--- src/hdl/lai_pkg.sv ---
// Shared constants, widths and records of the linear and angle interpolator.
package lai_pkg;

	localparam int FRAC_BITS = 16;
	localparam int W         = 32;

	// pi with 48 fraction bits, rounded to nearest at FRAC_BITS
	localparam logic [63:0] PI_Q48    = 64'h0003_243F_6A88_85A3;
	localparam logic [63:0] PI_FIX64  =
		(PI_Q48 + (64'd1 << (47 - FRAC_BITS))) >> (48 - FRAC_BITS);
	localparam logic [63:0] TWO_PI64  = PI_FIX64 << 1;

	localparam logic signed [W:0] PI_D     = $signed({1'b0, PI_FIX64[W-1:0]});
	localparam logic signed [W:0] TWO_PI_D = $signed({1'b0, TWO_PI64[W-1:0]});

	// angle wrap: signed input of WX bits, biased unsigned work word of UW bits
	localparam int WX     = 36;
	localparam int UW     = 40;
	localparam int WN     = $clog2((64'd1 << WX) / TWO_PI64);
	localparam int WSTEPS = WN + 1;
	localparam logic [UW-1:0] PI_U     = PI_FIX64[UW-1:0];
	localparam logic [UW-1:0] TWO_PI_U = TWO_PI64[UW-1:0];
	localparam logic [UW-1:0] OFS_U    = TWO_PI_U << WN;

	// ratio divider
	localparam int DENW = W;
	localparam int NW   = W + 1 + FRAC_BITS;
	localparam int QB   = W + 1;
	localparam logic [QB-1:0] RMAG_NEG = QB'(64'd1 << (W - 1));
	localparam logic [QB-1:0] RMAG_POS = RMAG_NEG - QB'(1);

	// delta * ratio
	localparam int MSPLIT = 16;
	localparam int PLO_W  = MSPLIT + W;
	localparam int PHI_W  = W + 1 - MSPLIT + W;
	localparam int PW     = 64;
	localparam int QW     = PW - FRAC_BITS;
	localparam int SW     = QW + 2;
	localparam logic [PW-1:0] HALF = PW'(64'd1 << (FRAC_BITS - 1));

	localparam int FIFO_DEPTH = 4;
	localparam int FPW        = $clog2(FIFO_DEPTH);
	localparam int FCW        = $clog2(FIFO_DEPTH + 1);

	typedef struct packed {
		logic                kind;
		logic                degen;
		logic signed [W:0]   dq;
		logic signed [W:0]   dx;
		logic signed [W-1:0] v0;
		logic signed [W-1:0] v1;
		logic signed [W-1:0] a1;
	} fctx_t;

	typedef struct packed {
		logic                kind;
		logic                degen;
		logic                sat;
		logic signed [W-1:0] lin_res;
	} octx_t;

	typedef struct packed {
		logic                kind;
		logic                degen;
		logic signed [W:0]   dq;
		logic signed [W:0]   dx;
		logic signed [W:0]   delta;
		logic signed [W-1:0] v0;
	} mid_t;

	typedef struct packed {
		logic                kind;
		logic                degen;
		logic                rneg;
		logic signed [W:0]   delta;
		logic signed [W-1:0] v0;
	} bctx_t;

	typedef struct packed {
		logic signed [W-1:0] result_value;
		logic                degenerate;
		logic                saturated;
	} out_t;

	localparam int FCTX_W = $bits(fctx_t);
	localparam int OCTX_W = $bits(octx_t);
	localparam int CTX_W  = (FCTX_W > OCTX_W) ? FCTX_W : OCTX_W;
	localparam int MID_W  = $bits(mid_t);
	localparam int OUT_W  = $bits(out_t);
	localparam int FIFO_W = (MID_W > OUT_W) ? MID_W : OUT_W;

endpackage

--- src/hdl/lai_fifo.sv ---
// Small first-in first-out queue built from flops.
module lai_fifo (
	input  logic                        clk,
	input  logic                        arst_n,
	input  logic                        push,
	input  logic [lai_pkg::FIFO_W-1:0]  wdata,
	input  logic                        pop,
	output logic [lai_pkg::FIFO_W-1:0]  rdata,
	output logic                        full,
	output logic                        empty
);

	logic [lai_pkg::FIFO_W-1:0] mem_q [lai_pkg::FIFO_DEPTH];
	logic [lai_pkg::FPW-1:0]    wptr_q;
	logic [lai_pkg::FPW-1:0]    rptr_q;
	logic [lai_pkg::FCW-1:0]    cnt_q;
	logic                       do_wr;
	logic                       do_rd;

	assign full  = (cnt_q == lai_pkg::FCW'(lai_pkg::FIFO_DEPTH));
	assign empty = (cnt_q == '0);
	assign do_wr = push && !full;
	assign do_rd = pop && !empty;
	assign rdata = mem_q[rptr_q];

	always_ff @(posedge clk) begin
		if (do_wr) begin
			mem_q[wptr_q] <= wdata;
		end
	end

	always_ff @(posedge clk or negedge arst_n) begin
		if (!arst_n) begin
			wptr_q <= '0;
			rptr_q <= '0;
			cnt_q  <= '0;
		end else begin
			if (do_wr) begin
				wptr_q <= (wptr_q == lai_pkg::FPW'(lai_pkg::FIFO_DEPTH - 1)) ? '0 : wptr_q + 1'b1;
			end
			if (do_rd) begin
				rptr_q <= (rptr_q == lai_pkg::FPW'(lai_pkg::FIFO_DEPTH - 1)) ? '0 : rptr_q + 1'b1;
			end
			if (do_wr && !do_rd) begin
				cnt_q <= cnt_q + 1'b1;
			end else if (do_rd && !do_wr) begin
				cnt_q <= cnt_q - 1'b1;
			end
		end
	end

endmodule

--- config.mk ---
export PLATFORM = sky130hd
export DESIGN_NAME = lai_fifo
export DESIGN_NICKNAME = d
export VERILOG_FILES = /design/src/hdl/lai_pkg.sv /design/src/hdl/lai_fifo.sv
export SDC_FILE = /design/constraint.sdc
export NUM_CORES = 1
export LEC_CHECK = 0
export BUFFER_PORTS_ARGS = -buffer_cell sky130_fd_sc_hd__buf_4
export CORE_UTILIZATION = 40
export CTS_CLUSTER_DIAMETER = 30
export CTS_CLUSTER_SIZE = 24
export DETAILED_ROUTE_END_ITERATION = 16
export GPL_TIMING_DRIVEN = 0
export HOLD_SLACK_MARGIN = 0.15
export SKIP_LAST_GASP = 1
export SYNTH_ARGS = -nofsm -noshare
export SYNTH_HDL_FRONTEND = slang
export SYNTH_SLANG_ARGS = --single-unit
--- constraint.sdc ---
create_clock -name clk -period 15.8 [get_ports clk]
set_clock_uncertainty 0.05 [all_clocks]
set_input_delay 0.79 -clock clk [delete_from_list [all_inputs] [get_ports clk]]
set_output_delay 0.79 -clock clk [all_outputs]
set_load 0.01 [all_outputs]
# Word-level counts from Yosys, hierarchy flattened

Memory sizes are Yosys's and may differ from the RTL's.
Cells that the tools add are included.
Widths: inputs -> output; s select.

Equal/unequal tests: 3
Reduce and logical (&&, ||, !) cells: 10
Add/subtract/negate cells: 4
Multiplexer cells: 6

Operators with widths:

| operator            | number |
|---|---|
| $mux 3              | 2 |
| $add 2x1->2 const B | 2 |
| $eq 2x2->1 const B  | 2 |
| $logic_and 1x1->1   | 4 |
| $logic_not 1->1     | 4 |
| $mux 2              | 2 |
| $add 3x1->3 const B | 1 |
| $eq 3x3->1 const B  | 1 |
| $logic_not 3->1     | 1 |
| $sub 3x1->3 const B | 1 |
| $mux 1              | 2 |
| $reduce_bool 2->1   | 1 |

Memories: 1
Register bits after elaboration: 7
Output and inout bits: 135
Bits in writable memories: 532

Memories:

| name  | words | width | read ports | clocked after Yosys merged registers in | write ports | RTL line       | RTL |
|---|---|---|---|---|---|---|---|
| mem_q | 4     | 133   | 1          | 0                                       | 1           | lai_fifo.sv:13 | `logic [lai_pkg::FIFO_W-1:0] mem_q [lai_pkg::FIFO_DEPTH];` |

# Longest topological paths before layout

Depth in word-level cells: 7
Mapped depth: 8
Mapped depth without buffers: 8

# Worst setup path after synthesis

Ideal clock, no wire load.

Path kind: input-to-reg
From: input push
To: memory mem_q[3][0] (netlist bit) (enable)
Stages: 2
Path buffers: 0
Arrival: 6414 ps
Library setup time: 630 ps
Required time: 15120 ps
Path slack: 8706 ps
Cells stage by stage: nand2_1 nor2_1

Word-level cells in the longest chain between the ends: 3

Ends and longest elaborated chain:

| item                         | RTL line       | RTL |
|---|---|---|
| from (decl)                  | lai_fifo.sv:5  | `input logic push,` |
| $logic_and 1x1->1            | lai_fifo.sv:22 | `assign do_wr = push && !full;` |
| $mux 1                       | lai_fifo.sv:27 | `if (do_wr) begin` |
| $mux 1 (not written as such) | lai_fifo.sv:28 | `mem_q[wptr_q] <= wdata;` |
| to (decl)                    | lai_fifo.sv:13 |  |

No other way between the ends.

# Final worst setup path

From: register rptr_q[1] (netlist bit)
To: output rdata[56] (netlist bit)

Word-level cells in the longest chain between the ends: 1

Ends and longest elaborated chain:

| item                   | RTL line       | RTL |
|---|---|---|
| from (decl)            | lai_fifo.sv:15 | `logic [lai_pkg::FPW-1:0] rptr_q;` |
| from (signal assigned) | lai_fifo.sv:42 | `rptr_q <= (rptr_q == lai_pkg::FPW'(lai_pkg::FIFO_DEPTH - 1)) ? '0 : rptr_q + 1'b1;` |
| $mem_v2 4x133          | n/a            |  |
| to (decl)              | lai_fifo.sv:8  | `output logic [lai_pkg::FIFO_W-1:0] rdata,` |

No other way between the ends.

==> impl_summary.log <==
[metrics] Final Core Density: 0.5524
[metrics] WP data arrival: 2.55 ns
[metrics] final routed wire length divided by cell count: 22.06 um
[metrics] syn_area_per_cell: 26.77 um2
[metrics] total track usage: 0.1661
[metrics] number of I/O pins: 272
[metrics] Port Buf Inserts: 271
[metrics] clock insertion delay at the later pin of the skew report: 0.64 ns
[metrics] summed instance area of the synthesized netlist: 19,600 um2
[metrics] reported leakage power: 9.294 nW
[metrics] outcome: completed
[metrics] total via count after detailed routing: 9,133
[metrics] post-detailed-routing wire length: 40,390 um
[metrics] critical path class: register to primary output
[metrics] Pint: 4.189 mW
[metrics] share of synthesized flip-flops with an asynchronous set or reset: 0.01299
[metrics] remaining global-route overflow: 0
[metrics] Sw Share: 0.2688
[metrics] Setup crit start kind: register
[metrics] portion of synthesized cell area occupied by the leading cell type: 0.8153
[metrics] number of global-route vias before repair: 9,974
[metrics] instance count of the mapped netlist: 732
[metrics] share of final-layout standard cells stronger than drive strength 1: 0.5123
[metrics] hold depth: 1
[metrics] Placement Cell Area: 22,800 um2
[metrics] maximum number of buffers from clock root to sink: 3
[metrics] dominant cell by count in the synthesized netlist: sky130_fd_sc_hd__edfxtp_1
[metrics] post-place setup slack: 12.82 ns
[metrics] top cell types by occurrence after synthesis: sky130_fd_sc_hd__edfxtp_1 (532), sky130_fd_sc_hd__mux4_2 (133), sky130_fd_sc_hd__buf_2 (16)
[metrics] P per Cell Area: 215.9 nW/um2
[metrics] Final Setup Violations: 0
[metrics] headroom to the max-slew limit: 0.5084
[metrics] first-pass GRT wire length: 61,180 um
[metrics] setup_tns: 0 ns
[metrics] IR Drop Worst-Case VDD: 0.0001551 V
[metrics] final routed DRC violation total: 0
[metrics] register bit count reported by yosys: 539
[metrics] Iter 0 DRT Violations: 470
[metrics] largest net degree at the start of global routing: 54
[metrics] final RePlAce weighted congestion: 0.6789
[metrics] minimum period implied by the final worst setup slack: 3.385 ns
[metrics] switching power of the nets: 1.540 mW
[metrics] total power consumption of the routed design: 5.729 mW
[metrics] data required time at the worst endpoint: 14.96 ns
[metrics] Resized cells post-CTS: 0
[metrics] Layout Nets: 1,270
[metrics] unrepaired setup endpoints after global routing: false
[metrics] first-pass iteration count of the detailed router: 5
[metrics] total count of hold-check failures in the final report: 0
[metrics] half-perimeter wire length after detailed placement: 25,050 um
[metrics] Comb pwr share: 0.262
[metrics] ratio of final minimum period to clock period: 0.2142
[metrics] sequential-to-total area share from yosys stat: 0.8242
[metrics] post-synthesis net count: 876
[metrics] min setup slack post-route: 12.41 ns
[metrics] effective utilization at floorplan: 0.4078
[metrics] primary flip-flop cell chosen by synthesis mapping: sky130_fd_sc_hd__edfxtp_1
[metrics] clock edge transition at the registers on the reported setup and hold paths: 0.05 ns
[metrics] number of clock sinks: 539
[metrics] count of cell types in the netlist: 21
[metrics] fin area: 26,540 um2
[metrics] Placement Rows: 80
[metrics] Register-to-Register Path Depth: 5
[metrics] Area contributors post-synth: sky130_fd_sc_hd__edfxtp_1 (82%), sky130_fd_sc_hd__mux4_2 (15%), sky130_fd_sc_hd__dfrtp_1 (0.89%), sky130_fd_sc_hd__buf_2 (0.41%), sky130_fd_sc_hd__buf_6 (0.40%)
[metrics] slew at the pin closest to its max-slew limit: 0.7375 ns
[metrics] Worst Path Max Fanout: 10
[metrics] CTS root buffer: sky130_fd_sc_hd__clkbuf_16
[metrics] kind of path behind the tightest hold check: input pin to register
[metrics] number of enable-type register cells in the synthesized netlist: 532
[metrics] yosys warns: 0
[metrics] htree depth: 3
[metrics] kind of end point of the critical path: primary output
[metrics] total of max-cap violations: 0
[metrics] Slew Viols, Final: 0
[metrics] Die ar.: 49,880 um2
[metrics] cell accounting for the most synthesized area: sky130_fd_sc_hd__edfxtp_1
[metrics] area delta synth->final: 35.44%
[metrics] average via count per standard cell: 4.988
[metrics] antenna violations before repair: 1
[metrics] clock tree from TritonCTS: done
[metrics] f_max: 295.4 MHz
[metrics] number of antenna repair diodes: 0
[metrics] clock share of power: 0.399
[metrics] placeable core region: 48,050 um2
[metrics] Seq pwr share: 0.339
[metrics] width of the die: 223.3 um
[metrics] clock buffer count from CTS: 105
[metrics] remaining number of nets flagged by the antenna check after routing: 0
[metrics] vertical die dimension: 223.3 um
[worst paths after layout]
| path | slack [ns] | from | endpoint |
|---|---|---|---|
| worst min register to register | 0.48 | cnt_q[2] | cnt_q[2] |
| max in group asynchronous | 15.10 | arst_n | wptr_q[0] |
| worst max-delay path | 12.41 | rptr_q[1] | rdata[56] |
| worst min-delay path | 0.30 | wdata[105] | mem_q[0][105] |
| min in group asynchronous | 0.46 | arst_n | cnt_q[2] |
| worst max register to register | 13.16 | cnt_q[2] | mem_q[2][88] |
[critical path, cell delays in order (launching register included)]
cell and delay, ns:
sky130_fd_sc_hd__dfrtp_1 0.33, sky130_fd_sc_hd__buf_2 0.28, sky130_fd_sc_hd__buf_2 0.37, sky130_fd_sc_hd__buf_2 0.37, sky130_fd_sc_hd__mux4_2 0.38, sky130_fd_sc_hd__buf_4 0.16
[power by group through the flow]
stage	Sequential [mW]	Clock, mW	Combinational, mW
after floorplan	2.00	0	0.820
after global placement	2.06	0	1.47
after detailed placement	1.97	0	1.54
after CTS	1.95	2.33	1.55
after global routing	1.97	2.40	1.61
final	1.94	2.29	1.50
[metrics by stage]
step	instances	hold WS [ns]
global placement	1618	0.4590
detailed placement	1633	0.4697
CTS	1831	0.2510
floorplan	732	0.4427
global route	1831	0.2691
finish	1831	0.2994
[kinds of logic (layout without fill, tap and decap cells)]
group,after synthesis,count (layout),share of synthesized area
muxes,137,137,0.1552
adders and majority gates,7,7,0.004853
xor gates and xnor gates,3,3,0.001341
AOI/OAI and AO/OA,2,2,0.001022
buffers and inverters,33,517,0.01022
and+or+nand+nor,11,11,0.003193
DFF,539,539,0.8242
[layout make-up]
| class | instances | area (um2) |
|---|---|---|
| Clock inverter | 84 | 1076 |
| Tap cell | 615 | 769.5 |
| Multi-Input combinational cell | 160 | 3259 |
| Sequential cell | 539 | 16150 |
| Clock buffer | 113 | 2658 |
| Buffer | 30 | 188.9 |
| Timing Repair Buffer | 287 | 2427 |
| Fill cell | 3622 | 21510 |
| Inverter | 3 | 11.26 |
[per-layer routing]
metal  routed length, um  vias up  global-route usage
met5                  10        -                   0
met4                 657        2             0.06474
met3                3095       48             0.06019
met2               19830      251              0.2574
met1               16790     4810              0.2143
li1                    -     4022                   -
[state kept, by name, summed over array words and instances (netlist names)]
register,count
cnt_q,3
mem_q,532
rptr_q,2
wptr_q,2
[what timing repair did]
| item | 4_1_cts | 5_1_grt |
|---|---|---|
| hold buffers | 1 | 0 |
| buffers inserted | 0 | 0 |
| hold endpoints to repair | 7 | 0 |
| endpoints found under the setup margin | 0 | 0 |
[cell usage in the layout (no fill, tap or decap), types with 6 or more instances in the layout]
cell type                    synthesis  layout
sky130_fd_sc_hd__edfxtp_1          532     532
sky130_fd_sc_hd__inv_6               0       6
sky130_fd_sc_hd__clkinvlp_4          0      11
sky130_fd_sc_hd__buf_6               7       7
sky130_fd_sc_hd__clkinv_2            0      18
sky130_fd_sc_hd__buf_4               1     272
sky130_fd_sc_hd__clkinv_1            0      19
sky130_fd_sc_hd__mux4_2            133     133
sky130_fd_sc_hd__clkbuf_1            6      14
sky130_fd_sc_hd__buf_16              0      11
sky130_fd_sc_hd__ha_1                6       6
sky130_fd_sc_hd__buf_2              16      16
sky130_fd_sc_hd__dfrtp_1             7       7
sky130_fd_sc_hd__clkbuf_16           0     105
sky130_fd_sc_hd__bufinv_16           0      21
(Power assumes the default switching activity.)
